File: src/rtl/core/flight_phase_sequencer_core_macros.svh
// Assertion macros for the flight phase sequencer
`ifndef FLIGHT_PHASE_SEQUENCER_CORE_MACROS_SVH
`define FLIGHT_PHASE_SEQUENCER_CORE_MACROS_SVH
`ifndef SYNTHESIS
`define FPS_ASSERT_IMP(label, clk, rst_n, a, c) \
  label: assert property (@(posedge clk) disable iff (!rst_n) (a) |-> (c)) \
    else $error("assertion failed");
`define FPS_ASSERT_NXT(label, clk, rst_n, a, c) \
  label: assert property (@(posedge clk) disable iff (!rst_n) (a) |=> (c)) \
    else $error("assertion failed");
`else
`define FPS_ASSERT_IMP(label, clk, rst_n, a, c)
`define FPS_ASSERT_NXT(label, clk, rst_n, a, c)
`endif
`endif

File: src/rtl/core/fps_pkg.sv
// Package for the flight phase sequencer: types and constants
package fps_pkg;
  localparam int SLOT_COUNT_DEF = 8;
  localparam int CTRL_W = 40;
  localparam int THR_W = 64;
  localparam int ENTRY_W = CTRL_W + THR_W;
  localparam logic [19:0] TICK_MAX = 20'hFFFFF;

  localparam logic [2:0] REG_LAUNCH_VEL = 3'd0;
  localparam logic [2:0] REG_LAUNCH_HOLD = 3'd1;
  localparam logic [2:0] REG_COAST_HOLD = 3'd2;
  localparam logic [2:0] REG_LAND_HOLD = 3'd3;
  localparam logic [2:0] REG_LAND_TIMEOUT = 3'd4;
  localparam logic [2:0] REG_LAND_VEL = 3'd5;
  localparam logic [2:0] REG_LAND_ALT = 3'd6;
  localparam logic [2:0] REG_PAD_PERIOD = 3'd7;

  localparam logic [1:0] COND_NONE = 2'd0;
  localparam logic [1:0] COND_LT = 2'd1;
  localparam logic [1:0] COND_GT = 2'd2;

  typedef enum logic [1:0] {
    PH_WAITING = 2'd0,
    PH_FLIGHT = 2'd1,
    PH_FALLING = 2'd2,
    PH_LANDED = 2'd3
  } phase_t;

  typedef enum logic [1:0] {
    ST_IDLE,
    ST_SCAN,
    ST_CHECK,
    ST_OUT
  } seq_state_t;

  typedef struct packed {
    logic [31:0] launch_velocity;
    logic [19:0] launch_hold_ticks;
    logic [19:0] coast_hold_ticks;
    logic [19:0] landing_hold_ticks;
    logic [19:0] landing_timeout_ticks;
    logic [31:0] landing_velocity;
    logic [31:0] landing_altitude;
    logic [15:0] pad_sample_period;
  } cfg_regs_t;

  typedef struct packed {
    logic [1:0] squib;
    logic [1:0] alt_cond;
    logic [1:0] vel_cond;
    logic [1:0] phase;
    logic [31:0] delay;
  } ev_ctrl_t;

  typedef struct packed {
    logic [31:0] alt_thr;
    logic [31:0] vel_thr;
  } ev_thr_t;

  typedef struct packed {
    logic [1:0] phase;
    logic phase_changed;
    logic arm_pyro;
    logic disarm_pyro;
    logic fire;
    logic [1:0] fire_channel;
    logic [3:0] fired_flags;
    logic [31:0] pad_reference;
  } result_t;

  function automatic logic cond_ok(input logic [1:0] code, input logic signed [31:0] v,
                                   input logic signed [31:0] t);
    logic r;
    unique case (code)
      COND_NONE: r = 1'b1;
      COND_LT: r = v < t;
      COND_GT: r = v > t;
      default: r = 1'b0;
    endcase
    return r;
  endfunction
endpackage

File: src/rtl/core/fps_if.sv
// Valid/ready channel interfaces for sample, result and configuration items
interface fps_in_if;
  logic valid;
  logic ready;
  logic cmd;
  logic signed [31:0] velocity;
  logic signed [31:0] altitude;
  logic [31:0] tick_time;
  logic armed;
  logic [2:0] event_index;
  logic [1:0] event_phase;
  logic [1:0] vel_cond;
  logic [1:0] alt_cond;
  logic [1:0] squib;
  modport source (output valid, cmd, velocity, altitude, tick_time, armed, event_index,
                  event_phase, vel_cond, alt_cond, squib, input ready);
  modport sink (input valid, cmd, velocity, altitude, tick_time, armed, event_index,
                event_phase, vel_cond, alt_cond, squib, output ready);
endinterface

interface fps_out_if;
  logic valid;
  logic ready;
  logic [1:0] phase;
  logic phase_changed;
  logic arm_pyro;
  logic disarm_pyro;
  logic fire;
  logic [1:0] fire_channel;
  logic [3:0] fired_flags;
  logic signed [31:0] pad_reference;
  modport source (output valid, phase, phase_changed, arm_pyro, disarm_pyro, fire,
                  fire_channel, fired_flags, pad_reference, input ready);
  modport sink (input valid, phase, phase_changed, arm_pyro, disarm_pyro, fire,
                fire_channel, fired_flags, pad_reference, output ready);
endinterface

interface fps_cfg_if;
  logic valid;
  logic ready;
  logic [2:0] index;
  logic [31:0] data;
  modport source (output valid, index, data, input ready);
  modport sink (input valid, index, data, output ready);
endinterface

File: src/rtl/core/fps_ram.sv
// Generic single-port-write RAM with registered read
module fps_ram #(
  parameter int WIDTH = 8,
  parameter int DEPTH = 8
) (
  input  logic                     clk,
  input  logic                     we,
  input  logic [$clog2(DEPTH)-1:0] waddr,
  input  logic [WIDTH-1:0]         wdata,
  input  logic [$clog2(DEPTH)-1:0] raddr,
  output logic [WIDTH-1:0]         rdata
);
  logic [WIDTH-1:0] mem [DEPTH];
  always_ff @(posedge clk) begin
    if (we) mem[waddr] <= wdata;
    rdata <= mem[raddr];
  end
endmodule

File: src/rtl/core/fps_cfg.sv
// Configuration register bank
module fps_cfg (
  input  logic              clk,
  input  logic              rst_n,
  fps_cfg_if.sink           cfg,
  output fps_pkg::cfg_regs_t regs
);
  fps_pkg::cfg_regs_t regs_r;
  assign cfg.ready = 1'b1;
  assign regs = regs_r;
  always_ff @(posedge clk) begin
    if (!rst_n) begin
      regs_r.launch_velocity <= 32'sd25600;
      regs_r.launch_hold_ticks <= 20'd2000;
      regs_r.coast_hold_ticks <= 20'd500;
      regs_r.landing_hold_ticks <= 20'd30000;
      regs_r.landing_timeout_ticks <= 20'd300000;
      regs_r.landing_velocity <= 32'hFFFFF600;
      regs_r.landing_altitude <= 32'sd25600;
      regs_r.pad_sample_period <= 16'd100;
    end else if (cfg.valid) begin
      unique case (cfg.index)
        fps_pkg::REG_LAUNCH_VEL: regs_r.launch_velocity <= cfg.data;
        fps_pkg::REG_LAUNCH_HOLD: regs_r.launch_hold_ticks <= cfg.data[19:0];
        fps_pkg::REG_COAST_HOLD: regs_r.coast_hold_ticks <= cfg.data[19:0];
        fps_pkg::REG_LAND_HOLD: regs_r.landing_hold_ticks <= cfg.data[19:0];
        fps_pkg::REG_LAND_TIMEOUT: regs_r.landing_timeout_ticks <= cfg.data[19:0];
        fps_pkg::REG_LAND_VEL: regs_r.landing_velocity <= cfg.data;
        fps_pkg::REG_LAND_ALT: regs_r.landing_altitude <= cfg.data;
        fps_pkg::REG_PAD_PERIOD: regs_r.pad_sample_period <= cfg.data[15:0];
        default: ;
      endcase
    end
  end
endmodule

File: src/rtl/core/flight_phase_sequencer_core.sv
// Flow: a load item goes from idle to the output state; a sample item scans the slots in turn
//   and stops early on a hit. Throughput: one item at a time; the event table RAM read port
//   (each slot is read, then tested) sets the scan length. Result waits in an output register.
// Reset: rst_n synchronous, active low; phase waiting, counters, pad, marks and
//   loaded bits cleared, registers to defaults. Event table RAM contents undefined.
`include "flight_phase_sequencer_core_macros.svh"
module flight_phase_sequencer_core #(
  parameter int SLOT_COUNT = fps_pkg::SLOT_COUNT_DEF
) (
  input logic clk,
  input logic rst_n,
  fps_in_if.sink  in_ch,
  fps_out_if.source out_ch,
  fps_cfg_if.sink cfg_ch
);
  localparam int AW = (SLOT_COUNT > 1) ? $clog2(SLOT_COUNT) : 1;
  localparam int RD = (SLOT_COUNT > 1) ? SLOT_COUNT : 2;

  fps_pkg::cfg_regs_t regs;
  fps_cfg u_cfg (.clk(clk), .rst_n(rst_n), .cfg(cfg_ch), .regs(regs));

  fps_pkg::seq_state_t st_r, st_nxt;
  fps_pkg::phase_t phase_r, phase_nxt;
  logic [19:0] ticks_r, ticks_nxt;
  logic [15:0] padcnt_r, padcnt_nxt;
  logic signed [31:0] pad_old_r, pad_old_nxt, pad_new_r, pad_new_nxt;
  logic [31:0] hold_r, hold_nxt;
  logic [SLOT_COUNT-1:0] fired_r, fired_nxt, loaded_r, loaded_nxt;
  logic [3:0] squib_r, squib_nxt;
  logic [AW-1:0] idx_r, idx_nxt;
  logic signed [31:0] vel_r, vel_nxt, agl_r, agl_nxt;
  logic [31:0] ts_r, ts_nxt;
  fps_pkg::result_t res_r, res_nxt;
  logic ov_r, ov_nxt;

  logic we;
  logic [AW-1:0] waddr;
  logic [fps_pkg::ENTRY_W-1:0] wdata, rdata;
  fps_pkg::ev_ctrl_t ec;
  fps_pkg::ev_thr_t et;

  fps_ram #(.WIDTH(fps_pkg::ENTRY_W), .DEPTH(RD)) u_tab (
    .clk(clk), .we(we), .waddr(waddr), .wdata(wdata), .raddr(idx_r), .rdata(rdata));
  assign {ec, et} = rdata;

  logic signed [32:0] agl_w;
  logic [19:0] tk;
  logic launch, apogee, land, hit, in_range;
  logic [AW:0] last;

  assign in_ch.ready = (st_r == fps_pkg::ST_IDLE) && !ov_r;
  assign out_ch.valid = ov_r;
  assign out_ch.phase = res_r.phase;
  assign out_ch.phase_changed = res_r.phase_changed;
  assign out_ch.arm_pyro = res_r.arm_pyro;
  assign out_ch.disarm_pyro = res_r.disarm_pyro;
  assign out_ch.fire = res_r.fire;
  assign out_ch.fire_channel = res_r.fire_channel;
  assign out_ch.fired_flags = res_r.fired_flags;
  assign out_ch.pad_reference = res_r.pad_reference;

  always_comb begin
    st_nxt = st_r; phase_nxt = phase_r; ticks_nxt = ticks_r; padcnt_nxt = padcnt_r;
    pad_old_nxt = pad_old_r; pad_new_nxt = pad_new_r; hold_nxt = hold_r;
    fired_nxt = fired_r; loaded_nxt = loaded_r; squib_nxt = squib_r; idx_nxt = idx_r;
    vel_nxt = vel_r; agl_nxt = agl_r; ts_nxt = ts_r; res_nxt = res_r; ov_nxt = ov_r;
    we = 1'b0; waddr = AW'(in_ch.event_index);
    wdata = {in_ch.squib, in_ch.alt_cond, in_ch.vel_cond, in_ch.event_phase,
             in_ch.tick_time, in_ch.altitude, in_ch.velocity};
    agl_w = 33'(in_ch.altitude) - 33'(pad_old_r);
    tk = (ticks_r == fps_pkg::TICK_MAX) ? ticks_r : ticks_r + 20'd1;
    launch = 1'b0; apogee = 1'b0; land = 1'b0;
    in_range = ({29'd0, in_ch.event_index} < SLOT_COUNT);
    last = (AW+1)'(SLOT_COUNT - 1);
    hit = loaded_r[idx_r] && !fired_r[idx_r] && (ec.phase == phase_r)
          && fps_pkg::cond_ok(ec.vel_cond, vel_r, et.vel_thr)
          && fps_pkg::cond_ok(ec.alt_cond, agl_r, et.alt_thr) && (ts_r > hold_r);
    if (out_ch.ready) ov_nxt = 1'b0;
    unique case (st_r)
      fps_pkg::ST_IDLE: begin
        if (in_ch.valid && !ov_r) begin
          res_nxt = '0;
          res_nxt.pad_reference = pad_old_r;
          if (in_ch.cmd) begin
            if (in_range) begin
              we = 1'b1;
              loaded_nxt[waddr] = 1'b1;
              fired_nxt[waddr] = 1'b0;
            end
            res_nxt.phase = phase_r;
            res_nxt.fired_flags = squib_r;
            st_nxt = fps_pkg::ST_OUT;
          end else begin
            agl_nxt = (agl_w > 33'sd2147483647) ? 32'sh7FFFFFFF :
                      (agl_w < -33'sd2147483648) ? 32'sh80000000 : agl_w[31:0];
            vel_nxt = in_ch.velocity; ts_nxt = in_ch.tick_time;
            ticks_nxt = tk;
            unique case (phase_r)
              fps_pkg::PH_WAITING: begin
                launch = (tk > regs.launch_hold_ticks) && in_ch.armed
                         && (in_ch.velocity > $signed(regs.launch_velocity));
                if (launch) begin
                  phase_nxt = fps_pkg::PH_FLIGHT; ticks_nxt = '0;
                  res_nxt.arm_pyro = 1'b1;
                end else begin
                  padcnt_nxt = padcnt_r + 16'd1;
                  if (padcnt_nxt >= regs.pad_sample_period) begin
                    padcnt_nxt = '0; pad_old_nxt = pad_new_r; pad_new_nxt = in_ch.altitude;
                  end
                end
              end
              fps_pkg::PH_FLIGHT: begin
                apogee = (tk > regs.coast_hold_ticks) && in_ch.velocity[31];
                if (apogee) begin
                  phase_nxt = fps_pkg::PH_FALLING; ticks_nxt = '0;
                end
              end
              fps_pkg::PH_FALLING: begin
                land = ((tk > regs.landing_hold_ticks)
                        && (in_ch.velocity > $signed(regs.landing_velocity))
                        && ($signed(agl_nxt) < $signed(regs.landing_altitude)))
                       || (tk > regs.landing_timeout_ticks);
                if (land) begin
                  phase_nxt = fps_pkg::PH_LANDED; ticks_nxt = '0;
                  res_nxt.disarm_pyro = 1'b1;
                end
              end
              default: ;
            endcase
            res_nxt.phase_changed = launch || apogee || land;
            idx_nxt = '0;
            st_nxt = fps_pkg::ST_SCAN;
          end
        end
      end
      fps_pkg::ST_SCAN: st_nxt = fps_pkg::ST_CHECK;
      fps_pkg::ST_CHECK: begin
        if (hit) begin
          fired_nxt[idx_r] = 1'b1;
          hold_nxt = ts_r + ec.delay;
          squib_nxt = squib_r | (4'd1 << ec.squib);
          res_nxt.fire = 1'b1;
          res_nxt.fire_channel = ec.squib;
          st_nxt = fps_pkg::ST_OUT;
        end else if ({1'b0, idx_r} == last) begin
          st_nxt = fps_pkg::ST_OUT;
        end else begin
          idx_nxt = idx_r + AW'(1);
          st_nxt = fps_pkg::ST_SCAN;
        end
      end
      fps_pkg::ST_OUT: begin
        res_nxt.phase = phase_r;
        res_nxt.fired_flags = squib_r;
        ov_nxt = 1'b1;
        st_nxt = fps_pkg::ST_IDLE;
      end
      default: st_nxt = fps_pkg::ST_IDLE;
    endcase
  end

  always_ff @(posedge clk) begin
    if (!rst_n) begin
      st_r <= fps_pkg::ST_IDLE; phase_r <= fps_pkg::PH_WAITING; ticks_r <= '0;
      padcnt_r <= '0; pad_old_r <= '0; pad_new_r <= '0; hold_r <= '0;
      fired_r <= '0; loaded_r <= '0; squib_r <= '0; ov_r <= 1'b0; idx_r <= '0;
    end else begin
      st_r <= st_nxt; phase_r <= phase_nxt; ticks_r <= ticks_nxt; padcnt_r <= padcnt_nxt;
      pad_old_r <= pad_old_nxt; pad_new_r <= pad_new_nxt; hold_r <= hold_nxt;
      fired_r <= fired_nxt; loaded_r <= loaded_nxt; squib_r <= squib_nxt;
      ov_r <= ov_nxt; idx_r <= idx_nxt;
    end
    vel_r <= vel_nxt; agl_r <= agl_nxt; ts_r <= ts_nxt; res_r <= res_nxt;
  end

  `FPS_ASSERT_IMP(a_fire_once, clk, rst_n, st_r == fps_pkg::ST_CHECK && hit, !fired_r[idx_r])
  `FPS_ASSERT_NXT(a_fire_flag, clk, rst_n, st_r == fps_pkg::ST_CHECK && hit, squib_r != 4'd0)
  `FPS_ASSERT_IMP(a_busy, clk, rst_n, st_r != fps_pkg::ST_IDLE, !in_ch.ready)
  `FPS_ASSERT_NXT(a_out_set, clk, rst_n, st_r == fps_pkg::ST_OUT, ov_r)
endmodule
File: src/flat_wrapper.sv
// flat-port wrapper written by rule: the top's interface ports become plain ports
module flight_phase_sequencer_core_flat 
#(
  parameter int SLOT_COUNT = fps_pkg::SLOT_COUNT_DEF
)
  (clk, rst_n, in_ch_valid, in_ch_cmd, in_ch_velocity, in_ch_altitude, in_ch_tick_time, in_ch_armed, in_ch_event_index, in_ch_event_phase, in_ch_vel_cond, in_ch_alt_cond, in_ch_squib, in_ch_ready, out_ch_valid, out_ch_phase, out_ch_phase_changed, out_ch_arm_pyro, out_ch_disarm_pyro, out_ch_fire, out_ch_fire_channel, out_ch_fired_flags, out_ch_pad_reference, out_ch_ready, cfg_ch_valid, cfg_ch_index, cfg_ch_data, cfg_ch_ready);
  fps_in_if in_ch_i ();
  fps_out_if out_ch_i ();
  fps_cfg_if cfg_ch_i ();
  input logic clk;
  input logic rst_n;
  input wire logic [$bits(in_ch_i.valid)-1:0] in_ch_valid;
  input wire logic [$bits(in_ch_i.cmd)-1:0] in_ch_cmd;
  input wire logic [$bits(in_ch_i.velocity)-1:0] in_ch_velocity;
  input wire logic [$bits(in_ch_i.altitude)-1:0] in_ch_altitude;
  input wire logic [$bits(in_ch_i.tick_time)-1:0] in_ch_tick_time;
  input wire logic [$bits(in_ch_i.armed)-1:0] in_ch_armed;
  input wire logic [$bits(in_ch_i.event_index)-1:0] in_ch_event_index;
  input wire logic [$bits(in_ch_i.event_phase)-1:0] in_ch_event_phase;
  input wire logic [$bits(in_ch_i.vel_cond)-1:0] in_ch_vel_cond;
  input wire logic [$bits(in_ch_i.alt_cond)-1:0] in_ch_alt_cond;
  input wire logic [$bits(in_ch_i.squib)-1:0] in_ch_squib;
  output wire logic [$bits(in_ch_i.ready)-1:0] in_ch_ready;
  output wire logic [$bits(out_ch_i.valid)-1:0] out_ch_valid;
  output wire logic [$bits(out_ch_i.phase)-1:0] out_ch_phase;
  output wire logic [$bits(out_ch_i.phase_changed)-1:0] out_ch_phase_changed;
  output wire logic [$bits(out_ch_i.arm_pyro)-1:0] out_ch_arm_pyro;
  output wire logic [$bits(out_ch_i.disarm_pyro)-1:0] out_ch_disarm_pyro;
  output wire logic [$bits(out_ch_i.fire)-1:0] out_ch_fire;
  output wire logic [$bits(out_ch_i.fire_channel)-1:0] out_ch_fire_channel;
  output wire logic [$bits(out_ch_i.fired_flags)-1:0] out_ch_fired_flags;
  output wire logic [$bits(out_ch_i.pad_reference)-1:0] out_ch_pad_reference;
  input wire logic [$bits(out_ch_i.ready)-1:0] out_ch_ready;
  input wire logic [$bits(cfg_ch_i.valid)-1:0] cfg_ch_valid;
  input wire logic [$bits(cfg_ch_i.index)-1:0] cfg_ch_index;
  input wire logic [$bits(cfg_ch_i.data)-1:0] cfg_ch_data;
  output wire logic [$bits(cfg_ch_i.ready)-1:0] cfg_ch_ready;
  assign in_ch_i.valid = in_ch_valid;
  assign in_ch_i.cmd = in_ch_cmd;
  assign in_ch_i.velocity = in_ch_velocity;
  assign in_ch_i.altitude = in_ch_altitude;
  assign in_ch_i.tick_time = in_ch_tick_time;
  assign in_ch_i.armed = in_ch_armed;
  assign in_ch_i.event_index = in_ch_event_index;
  assign in_ch_i.event_phase = in_ch_event_phase;
  assign in_ch_i.vel_cond = in_ch_vel_cond;
  assign in_ch_i.alt_cond = in_ch_alt_cond;
  assign in_ch_i.squib = in_ch_squib;
  assign in_ch_ready = in_ch_i.ready;
  assign out_ch_valid = out_ch_i.valid;
  assign out_ch_phase = out_ch_i.phase;
  assign out_ch_phase_changed = out_ch_i.phase_changed;
  assign out_ch_arm_pyro = out_ch_i.arm_pyro;
  assign out_ch_disarm_pyro = out_ch_i.disarm_pyro;
  assign out_ch_fire = out_ch_i.fire;
  assign out_ch_fire_channel = out_ch_i.fire_channel;
  assign out_ch_fired_flags = out_ch_i.fired_flags;
  assign out_ch_pad_reference = out_ch_i.pad_reference;
  assign out_ch_i.ready = out_ch_ready;
  assign cfg_ch_i.valid = cfg_ch_valid;
  assign cfg_ch_i.index = cfg_ch_index;
  assign cfg_ch_i.data = cfg_ch_data;
  assign cfg_ch_ready = cfg_ch_i.ready;
  flight_phase_sequencer_core #(.SLOT_COUNT(SLOT_COUNT)) u_core (.clk(clk), .rst_n(rst_n), .in_ch(in_ch_i), .out_ch(out_ch_i), .cfg_ch(cfg_ch_i));
endmodule
File: config.mk
export PLATFORM = sky130hd
export DESIGN_NAME = flight_phase_sequencer_core_flat
export DESIGN_NICKNAME = d
export VERILOG_FILES = /design/src/rtl/core/fps_pkg.sv /design/src/rtl/core/fps_if.sv /design/src/rtl/core/fps_ram.sv /design/src/rtl/core/fps_cfg.sv /design/src/rtl/core/flight_phase_sequencer_core.sv /design/src/flat_wrapper.sv
export VERILOG_INCLUDE_DIRS = /design/src /design/src/rtl/core
export SDC_FILE = /design/constraint.sdc
export NUM_CORES = 2
export LEC_CHECK = 0
export ABC_AREA = 1
export BUFFER_PORTS_ARGS = -buffer_cell sky130_fd_sc_hd__buf_4
export CORE_UTILIZATION = 27
export DETAILED_ROUTE_END_ITERATION = 8
export GPL_TIMING_DRIVEN = 0
export PLACE_DENSITY = 0.5
export SYNTH_ARGS = -nofsm -noshare
export SYNTH_HDL_FRONTEND = slang
export SYNTH_HIERARCHICAL = 1
export SYNTH_SLANG_ARGS = --single-unit
File: constraint.sdc
create_clock -name clk -period 9.93 [get_ports clk]
set_input_delay 1.4895 -clock clk [delete_from_list [all_inputs] [get_ports clk]]
set_output_delay 1.4895 -clock clk [all_outputs]
set_load 0.02 [all_outputs]
### After elaboration in Yosys (flattened, before gate mapping)

Memory sizes are Yosys's and may differ from the RTL's. A register that Yosys moved wholly into a read port is not among the register bits.
Index checks and enable logic that the tools add are counted.

* add/subtract/negate cells: 5
* multipliers: 0
* divide/modulo/power cells: 0
* order comparisons: 19
* eq/ne operators: 28
* shift-type cells: 1
* muxes and demuxes: 67
* bitwise operators: 9
* reductions and logical operators: 49

Operators by type and width (number)
* 32-bit > comparator: 5
* 32-bit less-than comparator: 3
* 20-bit > comparator: 4
* 20-bit 2-to-1 mux: 4
* 32-bit 2-to-1 mux: 2
* 20-bit one-hot mux with 3 select lines: 1
* 44-bit 2-to-1 mux: 1
* 33-bit by 32-bit > comparator with 1-bit output, second input constant: 1
* 33-bit by 32-bit less-than comparator with 1-bit output, second input constant: 1
* 32-bit by 32-bit subtractor with 33-bit output: 1
* 32-bit adder: 1
* 1-bit 2-to-1 mux: 27
* 8-bit 2-to-1 mux: 3
* 2-bit AND reduction: 11
* 20-bit by 1-bit adder with 20-bit output, second input constant: 1
* 20-bit == test, second input constant: 1
* 3-bit 2-to-1 mux: 6
* 16-bit by 1-bit adder with 16-bit output, second input constant: 1
* 16-bit greater-or-equal comparator: 1
* 16-bit 2-to-1 mux: 1
* 2-bit 2-to-1 mux: 8
* 8-bit bitwise OR: 2
* 8-bit one-hot mux with 2 select lines: 1
* 3-bit == test, second input constant: 5
* other kinds (37): 86

* register bits after elaboration: 492
* bits in latches: 0
* memory bits (writable): 832
* memory bits (read-only): 0
* input port bits: 149
* output and inout port bits: 47
* word-level logic and storage cells: 210
* memories: 1

Memory list
* u_core.u_tab.mem: words 8, bits a word 104, rd ports 1, clocked after Yosys merged registers in 1, write ports 1, RTL line fps_ram.sv:13 `logic [WIDTH-1:0] mem [DEPTH];`

### Depth between registers and ports, before layout

* depth after elaboration: 15
* depth in mapped cells: 35
* depth with buffers taken out: 34

### Modules after synthesis

Netlist, hierarchy kept.

Modules (own cells, without submodules)
* fps_ram: instances 1, cells an instance 3716, area each 38204.1 sq um, seq. area each 27066.0 sq um
* flight_phase_sequencer_core: instances 1, cells an instance 2841, area each 22367.7 sq um, seq. area each 7407.1 sq um
* fps_cfg: instances 1, cells an instance 1035, area each 7312.0 sq um, seq. area each 3843.7 sq um

### Least setup slack after synthesis

OpenSTA, ideal clock, no wires.

* path type: input port to flip-flop
* start point: input port in_ch_valid
* end point: register u_core.pad_old_r[25]
* library setup time: 128 ps
* arrival: 7548 ps
* required time: 9802 ps
* slack: 2253 ps
* stages on the path: 11
* buffers on the path: 2
* path through: inv_1 -> nor2_1 -> inv_1 -> nor2_1 -> inv_1 -> nor2_4 -> o21ai_1 -> buf_2 -> buf_2 -> o21ai_0 -> a21oi_1

* word-level cells in the longest chain between the ends: 2

RTL lines
* start: declaration: RTL line flat_wrapper.sv:12 `input wire logic [$bits(in_ch_i.valid)-1:0] in_ch_valid;`
* 1-bit logical AND: RTL line flight_phase_sequencer_core.sv:81 `if (in_ch.valid && !ov_r) begin`
* 6-bit AND reduction (no source line)
* end signal: assignment: RTL line flight_phase_sequencer_core.sv:169 `pad_old_r <= pad_old_nxt; pad_new_r <= pad_new_nxt; hold_r <= hold_nxt;`
* end: declaration: RTL line flight_phase_sequencer_core.sv:26 `logic signed [31:0] pad_old_r, pad_old_nxt, pad_new_r, pad_new_nxt;`

Every way passes these cells.
A chain may end at the register's enable or synchronous reset.

### Worst setup path after layout

* start point: register u_core.ticks_r[0]
* end point: register u_core.res_r, in the netlist u_core/out_ch.phase_changed, data pin

* word-level cells in the longest chain between the ends: 11
* elaborated cells between the ends (all ways): 27
* those cells by class: add/sub (1); order compare (4); eq/ne (1); mux (13); reduce/logical (8)

RTL lines
* start: declaration: RTL line flight_phase_sequencer_core.sv:24 `logic [19:0] ticks_r, ticks_nxt;`
* start signal: assignment: RTL line flight_phase_sequencer_core.sv:168 `st_r <= st_nxt; phase_r <= phase_nxt; ticks_r <= ticks_nxt; padcnt_r <= padcnt_nxt;`
* 20-bit by 1-bit adder with 20-bit output / 20-bit == test (equally long branches): RTL line flight_phase_sequencer_core.sv:71 `tk = (ticks_r == fps_pkg::TICK_MAX) ? ticks_r : ticks_r + 20'd1;`
* 20-bit 2-to-1 mux (*): RTL line flight_phase_sequencer_core.sv:71
* 20-bit > comparator (on tied branches): RTL line flight_phase_sequencer_core.sv:100, flight_phase_sequencer_core.sv:119
* 1-bit logical AND (on tied branches): RTL line flight_phase_sequencer_core.sv:100, flight_phase_sequencer_core.sv:120
* 1-bit logical AND (on tied branches): RTL line flight_phase_sequencer_core.sv:101, flight_phase_sequencer_core.sv:121
* 1-bit 2-to-1 mux / 1-bit logical OR (equally long branches): RTL line flight_phase_sequencer_core.sv:98, flight_phase_sequencer_core.sv:122
* 1-bit 2-to-1 mux (on tied branches): RTL line flight_phase_sequencer_core.sv:84, flight_phase_sequencer_core.sv:98
* 1-bit 2-to-1 mux (on tied branches): RTL line flight_phase_sequencer_core.sv:81, flight_phase_sequencer_core.sv:84
* 1-bit 2-to-1 mux (on tied branches): RTL line flight_phase_sequencer_core.sv:79, flight_phase_sequencer_core.sv:81
* 1-bit logical OR / 1-bit 2-to-1 mux (equally long branches): RTL line flight_phase_sequencer_core.sv:130, flight_phase_sequencer_core.sv:79
* 1-bit logical OR (*): RTL line flight_phase_sequencer_core.sv:130 `res_nxt.phase_changed = launch || apogee || land;`
* end signal: assignment: RTL line flight_phase_sequencer_core.sv:173 `vel_r <= vel_nxt; agl_r <= agl_nxt; ts_r <= ts_nxt; res_r <= res_nxt;`
* end: declaration: RTL line flight_phase_sequencer_core.sv:33 `fps_pkg::result_t res_r, res_nxt;`

Mark *: on every way between the ends. The rest lies on a longest branch, timed or not. The select of a mux whose other input is x is not followed.

==> run metrics <==
maximum buffer depth of the clock tree=3; Die Area=253000 µm²; Fin. Hold Viols=0; dpl hpwl=157000 µm; vias in the first global route=48919; Gate power share=11.7%; RSZ-0062 raised after global routing=false; CP Max Fanout=5; crit path launch type=flop; largest register by flop count=u_core/u_tab/mem; Slew @ Worst Pin=1390 ps; Net Count, Synth=8102; #FFs+latches synth=1428; CP Class=flop to flop; postcts setup bufs=0; Pwr per Cell Area=180 nW/µm²; max cap viols=0; switching part of the total=26.7%; vias=50971; Finished Layout Cells=11460; Clock Latency Late Sink=820 ps; # rows=183; DRT iter0 DRCs=3689; largest net degree at the start of global routing=34; Post-Syn Area=67900 µm²; Worst path max stage delay=970 ps; multi-input logic area=22900 µm²; hold buffer count at cts=0; Crit path top cell by count=nor2_1; Synth cell types=64; Final nets=8496; Slowest-stage cell, CP=nor3_1; Layout area overhead=17.6%; register area=38300 µm²; placed insts=11155; number of synthesized flops with an enable pin=972; crit path time final=6610 ps; overall routing resource usage=16.8%; FFs w/ async S/R, synth=0%; Slew HR=7.05%; clock slew at reported path FFs=60 ps; Cell Chain, Critical Path=ha_1 > inv_1 > nor4_1 > inv_1 > nor2_1 > nand4_1 > nor2_1 > inv_1 > nand2_1 > nor2_1 > and3_1 > xor2_1 > ha_1 > nand4_1 > or2_2 > nor3_1 > nand2_1 > a21oi_1 > nand3_1 > nor3_1 > nor2_1 > o21ai_0; Largest register FFs=832; Seq/Total Area, Yosys=56.4%; endpoint class of the critical path=flop; WL final=217000 µm; fmax=151 MHz; Worst Path Arrival=7060 ps; PortBufs=193; outcome=finished clean; first-pass GRT wire length=315000 µm; CTS buffer count=159; H-tree levels=4; Final ANT Viol Nets=0; fill cell count=25678; main flop type after synthesis=edfxtp_1; Final Cycle Share=66.6%; WL per Instance=18.9 µm; Core Area=249000 µm²; Int Pwr=10.5 mW; Clock Power Share=42.1%; post_cts resized=0; Net Sw Power=3.82 mW; chip width=503 µm; Synth Instances=7592; Via density=4.45; initial antenna violation count=37; residual DRC count=0; CP required=10380 ps; VDD IR max=0.120 mV; sequential power share=46.2%; num ports=196; Slew Limit Fails=0; Setup violations, final=0; Hold WC Path Type=flop to flop; CTS tree=done; DIE HEIGHT=503 µm; YS warnings=6; CTS Sinks=1428; LEAKAGE=35.1 nW; Starting Density=27.2%; Final Wtd Congestion=0.895; layout cells sized above 1=9.37%; syn avg cell area=8.94 µm²; CTS Root Cell=clkbuf_16; GRT overflow=0; Total Power=14.3 mW; DR pass1 iterations=5; Setup Skew=47.9 ps
-- routing by layer --
layer	global-route usage [%]	share of wire, %	wire (µm)	vias to the layer above
li1	-	-	-	25099
met1	22.3	45	97100	24227
met2	28.1	47	102000	1302
met3	2.67	5.6	12100	331
met4	4.52	2.6	5570	12
met5	0	0.032	69	-
-- final cells by class --
type / instances / area share [%]
inverters: 1447 / 6.80
multi-input cells: 4437 / 28.6
plain buffers: 280 / 1.68
diodes: 9 / 0.0282
well taps: 3330 / 5.22
repair buffers: 233 / 2.87
flip-flops and latches: 1428 / 48.0
clock inverters: 69 / 1.08
clock buffers: 227 / 5.69
-- synth_stat cells (7+ instances only) --
cell type / instances / area (µm²)
a211oi_1: 20 / 150
a21oi_1: 321 / 1610
a21oi_2: 25 / 219
a31oi_1: 11 / 68.8
buf_1: 14 / 52.6
buf_2: 135 / 676
buf_4: 21 / 158
clkbuf_1: 101 / 379
dfxtp_1: 456 / 9130
edfxtp_1: 972 / 29200
ha_1: 359 / 4490
inv_1: 1428 / 5360
inv_2: 15 / 56.3
nand2_1: 2027 / 7610
nand2_2: 38 / 238
nand3_1: 662 / 3310
nand3b_1: 8 / 60.1
nand4_1: 49 / 307
nor2_1: 446 / 1670
nor2_2: 11 / 68.8
nor3_1: 50 / 250
nor4_1: 15 / 93.8
o2111ai_1: 7 / 61.3
o211ai_1: 12 / 90.1
o21a_1: 9 / 67.6
o21ai_0: 204 / 1020
o21ai_1: 8 / 40.0
o21bai_1: 8 / 60.1
o221ai_1: 7 / 61.3
xnor2_1: 40 / 350
xor2_1: 46 / 403
-- layout by cell type, fill, tap and decap left out, types with 204 or more instances in the layout --
cell         n
buf_4      214
ha_1       359
a21oi_1    321
nor2_1     436
nand2_1   2027
o21ai_0    204
dfxtp_1    456
nand3_1    662
edfxtp_1   972
inv_1     1428
-- worst paths after layout --
path / start / endpoint / slack (ps) / cells after the start
worst max-delay path: u_core/ticks_r[0] / u_core/out_ch.phase_changed / 3320 / 22
worst min register to register: u_core/pad_old_r[28] / u_core/out_ch.pad_reference[28] / 430 / 0
worst max register to register: u_core/ticks_r[0] / u_core/out_ch.phase_changed / 3320 / 22
worst min-delay path: u_core/pad_old_r[28] / u_core/out_ch.pad_reference[28] / 430 / 0
-- power by group through the flow --
stage                     Combinational [mW]  Sequential (mW)  Clock [mW]
final                                   1.68             6.62        6.04
after global routing                    1.86             6.63        6.41
after CTS                               1.69             6.62        6.19
after detailed placement                1.68             6.74           0
after global placement                  1.63             6.77           0
after floorplan                        0.978             6.74           0
-- cells by family after synthesis --
logic type	share of synthesized area (%)
xor+xnor	1.11
flops	56.4
other cells	0.00552
compound gates	5.45
simple gates	20.3
buf+inv	9.97
fa+ha+maj	6.68
-- stage by stage --
| stage | hold WS, ps | cell area (µm²) | setup WS, ps | utilization, % | setup TNS (ps) |
|---|---|---|---|---|---|
| after CTS | 435 | 79800 | 3110 | 32.0 | 0 |
| after global routing | 447 | 79800 | 3000 | 32.0 | 0 |
| final | 433 | 79800 | 3320 | 32.0 | 0 |
| after floorplan | 408 | 67900 | 2250 | - | 0 |
| after detailed placement | 421 | 74400 | 2570 | 29.8 | 0 |
| after global placement | 422 | 73500 | -3600 | 29.5 | -3139440 |
-- critical path, delay by kind of cell, from the launching register on --
family | cells | cell delay (ps)
AO/OA/AOI/OAI | 2 | 940
buffers and inverters | 3 | 390
XOR/XNOR | 1 | 720
flip-flops | 1 | 390
AND/OR/NAND/NOR | 14 | 3370
adder cells (fa/ha/maj) | 2 | 420
(Power assumes the default switching activity.)
